### src/hw/rtl/bsc_pkg.sv
// shared types, constants and helpers for the barometric compensation pipeline
package bsc_pkg;

   localparam int unsigned DIV_W    = 33;   // dividend and quotient width
   localparam int unsigned DVS_W    = 32;   // divisor width
   localparam int unsigned SIDE_W   = 37;   // sideband carried through a divider
   localparam int unsigned CSR_AW   = 5;
   localparam int unsigned NUM_REGS = 5;

   localparam logic [2:0] REG_AC1_AC2 = 3'd0;
   localparam logic [2:0] REG_AC3_AC4 = 3'd1;
   localparam logic [2:0] REG_AC5_AC6 = 3'd2;
   localparam logic [2:0] REG_B1_B2   = 3'd3;
   localparam logic [2:0] REG_MC_MD   = 3'd4;

   localparam logic signed [63:0] B6_OFFSET   = 64'sd4000;
   localparam logic signed [63:0] P_SQ_COEF   = 64'sd3038;
   localparam logic signed [63:0] P_LIN_COEF  = -64'sd7357;
   localparam logic signed [63:0] P_OFFSET    = 64'sd3791;
   localparam logic [31:0]        B7_SCALE    = 32'd50000;
   localparam logic [31:0]        B4_OFFSET   = 32'd32768;
   localparam logic signed [63:0] T_MAX       = 64'sd32767;
   localparam logic signed [63:0] T_MIN       = -64'sd32768;
   localparam logic signed [63:0] P_MAX       = 64'sd262143;

   typedef struct packed {
      logic signed [15:0] ac1;
      logic signed [15:0] ac2;
      logic signed [15:0] ac3;
      logic        [15:0] ac4;
      logic        [15:0] ac5;
      logic        [15:0] ac6;
      logic signed [15:0] b1;
      logic signed [15:0] b2;
      logic signed [15:0] mc;
      logic signed [15:0] md;
   } cal_type;

   typedef struct packed {
      logic [DVS_W-1:0]  rem;
      logic [DIV_W-1:0]  dq;
      logic [DVS_W-1:0]  dvs;
      logic [SIDE_W-1:0] side;
   } div_stage_type;

   // sideband through the temperature divider
   typedef struct packed {
      logic signed [18:0] x1;
      logic [15:0]        up;
      logic               neg;
      logic               fault;
   } side_t_type;

   // sideband through the pressure divider
   typedef struct packed {
      logic [18:0]        pad;
      logic signed [15:0] t;
      logic               fault;
      logic               branch;
   } side_p_type;

   // signed divide by 2^k truncating toward zero
   function automatic logic signed [63:0] tdiv_p2(input logic signed [63:0] x,
                                                  input logic [5:0] k);
      logic signed [63:0] bias;
      bias = x[63] ? ((64'sd1 <<< k) - 64'sd1) : 64'sd0;
      return (x + bias) >>> k;
   endfunction

endpackage

### src/hw/rtl/bsc_csr.sv
// calibration register file behind the apb-style port
module bsc_csr import bsc_pkg::*; (
   input  logic              clock,
   input  logic              reset,
   input  logic              csr_psel,
   input  logic              csr_penable,
   input  logic              csr_pwrite,
   input  logic [CSR_AW-1:0] csr_paddr,
   input  logic [31:0]       csr_pwdata,
   output logic [31:0]       csr_prdata,
   output logic              csr_pready,
   output cal_type           cal
);

   logic [31:0] regs_ff [NUM_REGS];
   logic [2:0]  idx;
   logic        wr;

   assign csr_pready = 1'b1;
   assign idx = csr_paddr[4:2];
   assign wr  = csr_psel & csr_penable & csr_pwrite & csr_pready;

   always_ff @(posedge clock) begin
      if (reset) begin
         for (int i = 0; i < NUM_REGS; i++) regs_ff[i] <= '0;
      end else if (wr) begin
         unique case (idx)
            REG_AC1_AC2: regs_ff[0] <= csr_pwdata;
            REG_AC3_AC4: regs_ff[1] <= csr_pwdata;
            REG_AC5_AC6: regs_ff[2] <= csr_pwdata;
            REG_B1_B2:   regs_ff[3] <= csr_pwdata;
            REG_MC_MD:   regs_ff[4] <= csr_pwdata;
            default: ;
         endcase
      end
   end

   always_comb begin
      unique case (idx)
         REG_AC1_AC2: csr_prdata = regs_ff[0];
         REG_AC3_AC4: csr_prdata = regs_ff[1];
         REG_AC5_AC6: csr_prdata = regs_ff[2];
         REG_B1_B2:   csr_prdata = regs_ff[3];
         REG_MC_MD:   csr_prdata = regs_ff[4];
         default:     csr_prdata = '0;
      endcase
   end

   assign cal.ac1 = regs_ff[0][31:16];
   assign cal.ac2 = regs_ff[0][15:0];
   assign cal.ac3 = regs_ff[1][31:16];
   assign cal.ac4 = regs_ff[1][15:0];
   assign cal.ac5 = regs_ff[2][31:16];
   assign cal.ac6 = regs_ff[2][15:0];
   assign cal.b1  = regs_ff[3][31:16];
   assign cal.b2  = regs_ff[3][15:0];
   assign cal.mc  = regs_ff[4][31:16];
   assign cal.md  = regs_ff[4][15:0];

endmodule

### config.mk
export PLATFORM = sky130hd
export DESIGN_NAME = bsc_csr
export DESIGN_NICKNAME = d
export VERILOG_FILES = /design/src/hw/rtl/bsc_pkg.sv /design/src/hw/rtl/bsc_csr.sv
export SDC_FILE = /design/constraint.sdc
export NUM_CORES = 1
export LEC_CHECK = 0
export BUFFER_PORTS_ARGS = -buffer_cell sky130_fd_sc_hd__buf_4
export CORE_MARGIN = 3
export CORE_UTILIZATION = 40
export CTS_BUF_LIST = sky130_fd_sc_hd__clkbuf_4 sky130_fd_sc_hd__clkbuf_8
export CTS_CLUSTER_SIZE = 28
export DETAILED_ROUTE_END_ITERATION = 8
export PLACE_DENSITY = 0.63
export RECOVER_POWER = 100
export REMOVE_ABC_BUFFERS = 1
export SLEW_MARGIN = 5
export SYNTH_ARGS = -nofsm -noshare
export SYNTH_HDL_FRONTEND = slang
export SYNTH_SLANG_ARGS = --single-unit
### constraint.sdc
create_clock -name clock -period 6.1 [get_ports clock]
set_input_delay 0.915 -clock clock [delete_from_list [all_inputs] [get_ports clock]]
set_output_delay 0.915 -clock clock [all_outputs]
set_load 0.01 [all_outputs]
# Word-level counts from Yosys, hierarchy flattened
# Memory sizes are Yosys's and may differ from the RTL's.
# Cells that the tools add are included.
op_classes:
  eq_ne: 4
  muxes: 28
  n_bitwise: 7
  n_reduce_logical: 1
op_table:
  columns: ["op", "n"]
  rows:
  - ["2-to-1 mux 32 bit", 5]
  - ["one-hot mux 32 bit (5 select lines)", 1]
  - ["2-to-1 mux 1 bit", 22]
  - ["== test 3 x 2 -> 1 bit (second input constant)", 2]
  - ["bitwise OR 1 bit", 5]
  - ["== test 3 x 1 -> 1 bit (second input constant)", 1]
  - ["== test 3 bit (second input constant)", 1]
  - ["zero test 3 bit", 1]
  - ["bitwise AND 1 bit", 2]
word_totals:
  ramBits: 160
  n_memories: 1
  in_bits: 42
  output_inout_bits: 193
  ff_bits: 0
memory_table:
  columns: ["memory", "depth", "width", "rd", "rd_clocked_by_memory_dff", "write_ports", "line_no", "rtl"]
  rows:
  - ["regs_ff", 5, 32, 5, 0, 5, "bsc_csr.sv:15", "logic [31:0] regs_ff [NUM_REGS];"]

# Logic depth before layout (Yosys ltp)
# Gate-level depths: netlist (run 1).
depth:
  depth_word: 6
  ltp_mapped: 6

# Worst setup path before layout (run 1)
# No wires, ideal clock.
synth_timing:
  path_kind: "input port to flip-flop"
  startpoint: "input port csr_paddr[2]"
  endpoint: "memory regs_ff[1][0] (netlist: regs_ff[0][32]), enable pin"
  path_buffers: 1
  setup_ps: 511
  path_slack_ps: 1060
  arrival_time_ps: 4530
  path_stages: 3
  t_required_ps: 5589
  cell_sequence: "buf_6 -> inv_1 -> o41ai_1"
synth_rtl:
  columns: ["item", "line_no", "rtl"]
  rows:
  - ["start: declaration", "bsc_csr.sv:8", "input logic [CSR_AW-1:0] csr_paddr,"]
  - ["end: declaration", "bsc_csr.sv:15", null]

==> flow_summary.json, run 1 <==
{
  "dr.pass1.iters": 5,
  "ys_seq_area_share_pct": 75.2,
  "cp_top_family": "compound AO/OA/AOI/OAI gates",
  "grt_max_degree": 40,
  "crit_type": "input pin to flop",
  "cts_sinks": 160,
  "crit_top_cell": "buf_4",
  "p_leak_nw": 2.64,
  "ir_drop_mv": 0.162,
  "wl_per_cell_microns": 22.9,
  "status": "complete, but fails checks",
  "dieWidth_microns": 132,
  "max_stage_delay_ns": 2.48,
  "num_rows": 45,
  "end_kind": "flop",
  "diodes": 0,
  "hold_depth": 2,
  "holdBufCountCts": 0,
  "fp.dieH_microns": 132,
  "yosysUniqueCellTypes": 27,
  "tightestPinTransition_ns": 3.36,
  "initial_utilization_pct": 41.4,
  "min_to": "regs_ff[0][54]",
  "syn_area_sq_um": 6390,
  "maxCapViolations": 5,
  "num-fill-cells": 1480,
  "top_regs": "regs_ff x160",
  "ys_warn_count": 0,
  "violations": "max-capacitance violations, max-slew violations",
  "cts-root-buf": "clkbuf_8",
  "holdCritPathClass": "input pin to flop",
  "nets": 637,
  "core_sq_um": 15400,
  "finalCriticalPeriod_ns": 4.59,
  "finalCritPeriodShare_pct": 75.2,
  "setup_viol_count_final": 0,
  "synth_cells": 368,
  "io_pins": 235,
  "hold_violations": 0,
  "drt-total-wl_mm": 18.7,
  "yosys_register_bits": 160,
  "hold_start": "csr_pwdata[22]",
  "cts_setup_buffers": 0,
  "fmax_mhz": 218,
  "clockBufferDepth": 2,
  "grt_pass1_vias": 4493,
  "drv_slew": 128,
  "critPathLaunchType": "input pin",
  "rsz0062_at_grt": "false",
  "syn2layout_area_growth_pct": 24.8,
  "die_area_sq_um": 17500,
  "cts_tree": "yes",
  "pwr_density_cell_nw_per_um2": 287,
  "dp_slack_ns": 2.04,
  "grt_overflow": 0,
  "setup_slack_ns": 1.51,
  "final_antenna_net_count": 0,
  "largest_register_ffs": 160,
  "dr.first_iter.drc_count": 280,
  "dpl-instance-area_sq_um": 8320,
  "vias": 4439,
  "drc": 0,
  "path_buf_inv": 2,
  "largest-register": "regs_ff",
  "grt_pass1_wl_mm": 27.6,
  "cts_made_buffers": 17,
  "cp.arrival_ns": 4.71,
  "grt_usage_pct": 20.9,
  "gp_congestion": 0.773,
  "portBuffers": 231,
  "cp.required_ns": 6.22,
  "ctsResizeCount": 0,
  "clkTransAtPathRegs_ns": 0.08,
  "cp_cell_sequence": "buf_4, nor2_1, nand2_1, o21ai_0, buf_4",
  "finalPower_mw": 2.29,
  "crit_fanout": 39,
  "slew_headroom_pct": -126,
  "synth.avg_cell_area_sq_um": 17.4,
  "worst_path_max_delay_cell": "o21ai_0",
  "design_area_sq_um": 7970,
  "antenna_found_initial": 0,
  "hpwl_mm": 11.6,
  "vias_per_cell": 5.42,
  "tns_ns": 0,
  "drive_gt1_share_pct": 20.4,
  "htreeDepth": 4
}
==> stage by stage <==
step                hold slack, ns  std cells  util (%)
detailed placement            1.29        787      53.9
global placement              1.28        787      53.9
global route                 0.880        819      51.7
CTS                          0.805        819      56.2
finish                       0.882        819      51.7
floorplan                     1.19        339         -
==> where the power goes <==
part	internal, mW	switching, mW
Sequential	1.28	0.0372
Combinational	0.103	0.174
Clock	0.316	0.382
==> final cells by class <==
type	count	area [sq um]	share of cell area [%]
multi-input cells	177	1430	18.0
inverters	2	7.51	0.0941
well taps	211	264	3.31
clock inverters	15	120	1.51
repair buffers	237	1110	13.9
clock buffers	17	234	2.93
flip-flops and latches	160	4800	60.3
==> kinds of logic (layout without fill, tap and decap cells) <==
kind of cell,after synthesis,after routing,synth area share (%)
compound gates,100,100,11.2
other cells,1,1,0.0587
simple gates,43,43,4.11
buf+inv,31,271,2.66
flops,160,160,75.2
mux,33,33,6.81
==> cell usage in the layout, fill, tap and decap left out <==
cell and n:
inv_6 1, a32oi_1 31, o41ai_1 1, o21ai_1 1
clkinv_1 4, nor2b_2 1, edfxtp_1 160, a22oi_1 32
nor2b_4 2, mux2_4 17, clkbuf_1 178, o21a_1 1
nand2_1 2, buf_4 59, a31o_1 2, clkbuf_8 17
mux2_2 16, clkinv_2 1, nand3_1 1, clkinvlp_4 7
nor2_1 3, conb_1 1, inv_1 2, clkinv_4 1
nand4b_1 1, o21ai_0 31, nor2_4 1, a21o_1 1
bufinv_16 1, and2_0 32
==> worst max-delay path by stage <==
stage	cells after the start	from	slack, ns	endpoint
after detailed placement	5	csr_paddr[2]	2.04	csr_prdata[1]
after CTS	5	csr_paddr[2]	2.02	csr_prdata[1]
after global routing	5	csr_paddr[2]	1.17	regs_ff[0][129]
after global placement	5	csr_paddr[2]	2.08	csr_prdata[1]
final	5	csr_paddr[2]	1.51	regs_ff[0][135]
after floorplan	2	csr_paddr[2]	0.90	regs_ff[0][32]
==> Yosys cell counts, drive strengths merged <==
| cell type | number | area (sq um) |
|---|---|---|
| edfxtp | 160 | 4800 |
| mux2 | 33 | 435 |
| a22oi | 32 | 240 |
| and2 | 32 | 200 |
| o21ai | 32 | 160 |
| a32oi | 31 | 272 |
| buf | 22 | 133 |
| clkbuf | 7 | 30.0 |
| nor2 | 4 | 17.5 |
| nor2b | 3 | 23.8 |
| a31o | 2 | 17.5 |
| inv | 2 | 7.51 |
| nand2 | 2 | 7.51 |
| a21o | 1 | 7.51 |
| conb | 1 | 3.75 |
| nand3 | 1 | 5.00 |
| nand4b | 1 | 8.76 |
| o21a | 1 | 7.51 |
| o41ai | 1 | 8.76 |
==> layer usage <==
metal  track usage, %  part of all wire (%)  vias to the layer above  wire [microns]
met3             5.65                   7.7                       34            1450
met1             26.1                    41                     2233            7680
met2             35.1                    49                      224            9210
li1                 -                     -                     1948               -
met4             7.74                   2.2                        0             410
met5                0                     0                        -               0
Note: power is estimated with default switching activity, not from simulation.
==> inputs of run 2 (changes only) <==
--- a/config.mk
+++ b/config.mk
@@ -5,13 +5,14 @@
 export SDC_FILE = /design/constraint.sdc
 export NUM_CORES = 1
 export LEC_CHECK = 0
+export ABC_AREA = 1
 export BUFFER_PORTS_ARGS = -buffer_cell sky130_fd_sc_hd__buf_4
 export CORE_MARGIN = 3
 export CORE_UTILIZATION = 40
 export CTS_BUF_LIST = sky130_fd_sc_hd__clkbuf_4 sky130_fd_sc_hd__clkbuf_8
 export CTS_CLUSTER_SIZE = 28
 export DETAILED_ROUTE_END_ITERATION = 8
-export PLACE_DENSITY = 0.63
+export PLACE_DENSITY = 0.65
 export RECOVER_POWER = 100
 export REMOVE_ABC_BUFFERS = 1
 export SLEW_MARGIN = 5
==> constraint.sdc (replaced) <==
create_clock -name clock -period 4.15 [get_ports clock]
set_input_delay 0.6225 -clock clock [delete_from_list [all_inputs] [get_ports clock]]
set_output_delay 0.6225 -clock clock [all_outputs]
set_load 0.01 [all_outputs]
==> flow_summary.json, run 2 <==
{
  "vias_per_cell": 5.01,
  "grt_pass1_wl_mm": 30.9,
  "setup_viol_count_final": 0,
  "hpwl_mm": 13.5,
  "synth_area_leaders": "edfxtp_1 (70%), nand2_1 (5.4%), inv_1 (4.7%)",
  "grt_pass1_vias": 5461,
  "finalCriticalPeriod_ns": 3.67,
  "drc": 0,
  "hold_ws_ns": 0.566,
  "multi_input_area_sq_um": 1480,
  "layout.area.seq_sq_um": 4800,
  "grt_usage_pct": 22.1,
  "drt-total-wl_mm": 20.8,
  "crit_type": "input pin to output port",
  "clockBufferDepth": 2,
  "cts_setup_buffers": 0,
  "largest_register_ffs": 160,
  "dr.pass1.iters": 5,
  "antenna_found_initial": 0,
  "ys_warn_count": 0,
  "gp_congestion": 0.823,
  "async_flop_share_pct": 0,
  "cp.required_ns": 3.53,
  "synth_commonest_cells": "edfxtp_1 (160), nand2_1 (99), inv_1 (86)",
  "tns_ns": 0,
  "synth_flop_cell": "edfxtp_1",
  "dr.first_iter.drc_count": 320,
  "drv_slew": 67,
  "num_rows": 47,
  "wl_per_cell_microns": 19.5,
  "pwr_density_cell_nw_per_um2": 404,
  "core_sq_um": 16700,
  "hold_start": "csr_pwdata[26]",
  "cts_tree": "yes",
  "critPathLaunchType": "input pin",
  "holdBufCountCts": 0,
  "synth.avg_cell_area_sq_um": 11.3,
  "top_regs": "regs_ff x160",
  "hold_violations": 0,
  "worst_path_max_delay_cell": "clkbuf_1",
  "dp_slack_ns": 0.790,
  "yosysUniqueCellTypes": 20,
  "io_pins": 235,
  "cp_cell_sequence": "buf_4, inv_1, nor3_4, clkbuf_1, nand2_1, nand2_1, clkbuf_1",
  "ir_drop_mv": 0.231,
  "grt_overflow": 0,
  "drive_gt1_share_pct": 10.7,
  "htreeDepth": 4,
  "fmax_mhz": 273,
  "max_stage_delay_ns": 0.77,
  "finalCritPeriodShare_pct": 88.3,
  "clkTransAtPathRegs_ns": 0.08,
  "slew_headroom_pct": -13.7,
  "cp.arrival_ns": 3.04,
  "fp.dieH_microns": 137,
  "vias": 5338,
  "status": "complete, but fails checks",
  "ys_seq_area_share_pct": 70.0,
  "synth_top_cell_area_share_pct": 70.0,
  "yosys_register_bits": 160,
  "syn2layout_area_growth_pct": 22.0,
  "fin_cells": 1065,
  "dpl-instance-area_sq_um": 8800,
  "dp.cells": 1033,
  "post-synth-top-area-cell": "edfxtp_1",
  "num-fill-cells": 1662,
  "die_area_sq_um": 18800,
  "cts_made_buffers": 17,
  "maxCapViolations": 1,
  "final_cell_mix": "clkbuf_1 (192), edfxtp_1 (160), nand2_1 (99)",
  "dieWidth_microns": 137,
  "final_antenna_net_count": 0,
  "crit_fanout": 36,
  "p_leak_nw": 3.38,
  "initial_utilization_pct": 41.1,
  "synth_edf_count": 160,
  "utilization_pct": 50.1,
  "design_area_sq_um": 8370,
  "largest-register": "regs_ff",
  "holdCritPathClass": "input pin to flop",
  "ctsResizeCount": 0,
  "end_kind": "output port",
  "setup_slack_ns": 0.483,
  "path_buf_inv": 4,
  "diodes": 0,
  "cp_top_family": "buffers and inverters",
  "finalPower_mw": 3.39,
  "syn_area_sq_um": 6870,
  "synth_cells": 607,
  "tightestPinTransition_ns": 1.70,
  "cts-root-buf": "clkbuf_8",
  "portBuffers": 231,
  "cts_sinks": 160,
  "hold_depth": 3,
  "final_common_cell": "clkbuf_1",
  "nets": 874,
  "yosysMostFrequentCell": "edfxtp_1",
  "rsz0062_at_grt": "false",
  "min_to": "regs_ff[0][154]",
  "violations": "max-capacitance violations, max-slew violations",
  "grt_max_degree": 67
}
-- run 2: cell types whose count changed after synthesis, sizes merged, moves of 31 or more --
cell,delta
nand4,+48
inv,+87
mux2,-33
a32oi,-31
nand3,+65
and2,-32
nor2,+80
a22oi,-32
nand2,+97
-- run 2: logic make-up after synthesis --
group / synth area share [%]
DFF: 70.0
and+or+nand+nor: 19.9
other: 0.0546
buffers and inverters: 8.40
AOI/OAI and AO/OA: 1.66
-- run 2: cell type report --
class | count | area share [%]
repair buffers | 243 | 13.4
multi-input cells | 321 | 17.7
inverters | 89 | 3.99
clock inverters | 11 | 1.11
well taps | 220 | 3.29
clock buffers | 21 | 3.15
flip-flops and latches | 160 | 57.4
-- run 2: worst max-delay path by stage --
stage                 startpoint              end  slack (ns)  depth (start not counted)
CTS                 csr_paddr[4]   csr_prdata[14]        0.82                          8
floorplan           csr_paddr[4]  regs_ff[0][100]       -0.40                          3
global placement    csr_paddr[4]  regs_ff[0][125]        0.81                          5
detailed placement  csr_paddr[4]  regs_ff[0][120]        0.79                          5
global route        csr_paddr[3]    csr_prdata[4]        0.35                          7
finish              csr_paddr[3]   csr_prdata[22]        0.48                          7
-- run 2: power by group --
| part | internal [mW] | total, mW | leakage, nW | switching (mW) |
|---|---|---|---|---|
| Combinational | 0.122 | 0.414 | 1.68 | 0.292 |
| Sequential | 1.88 | 1.94 | 1.53 | 0.0581 |
| Clock | 0.494 | 1.04 | 0.177 | 0.542 |
-- run 2: metal layers --
layer	wire length [microns]	share of wire [%]	vias up	global-route usage [%]
met3	2200	11	25	8.57
met5	0	0	-	0
met2	10100	49	251	34.9
met4	284	1.4	0	8.15
li1	-	-	2509	-
met1	8210	39	2553	27.7
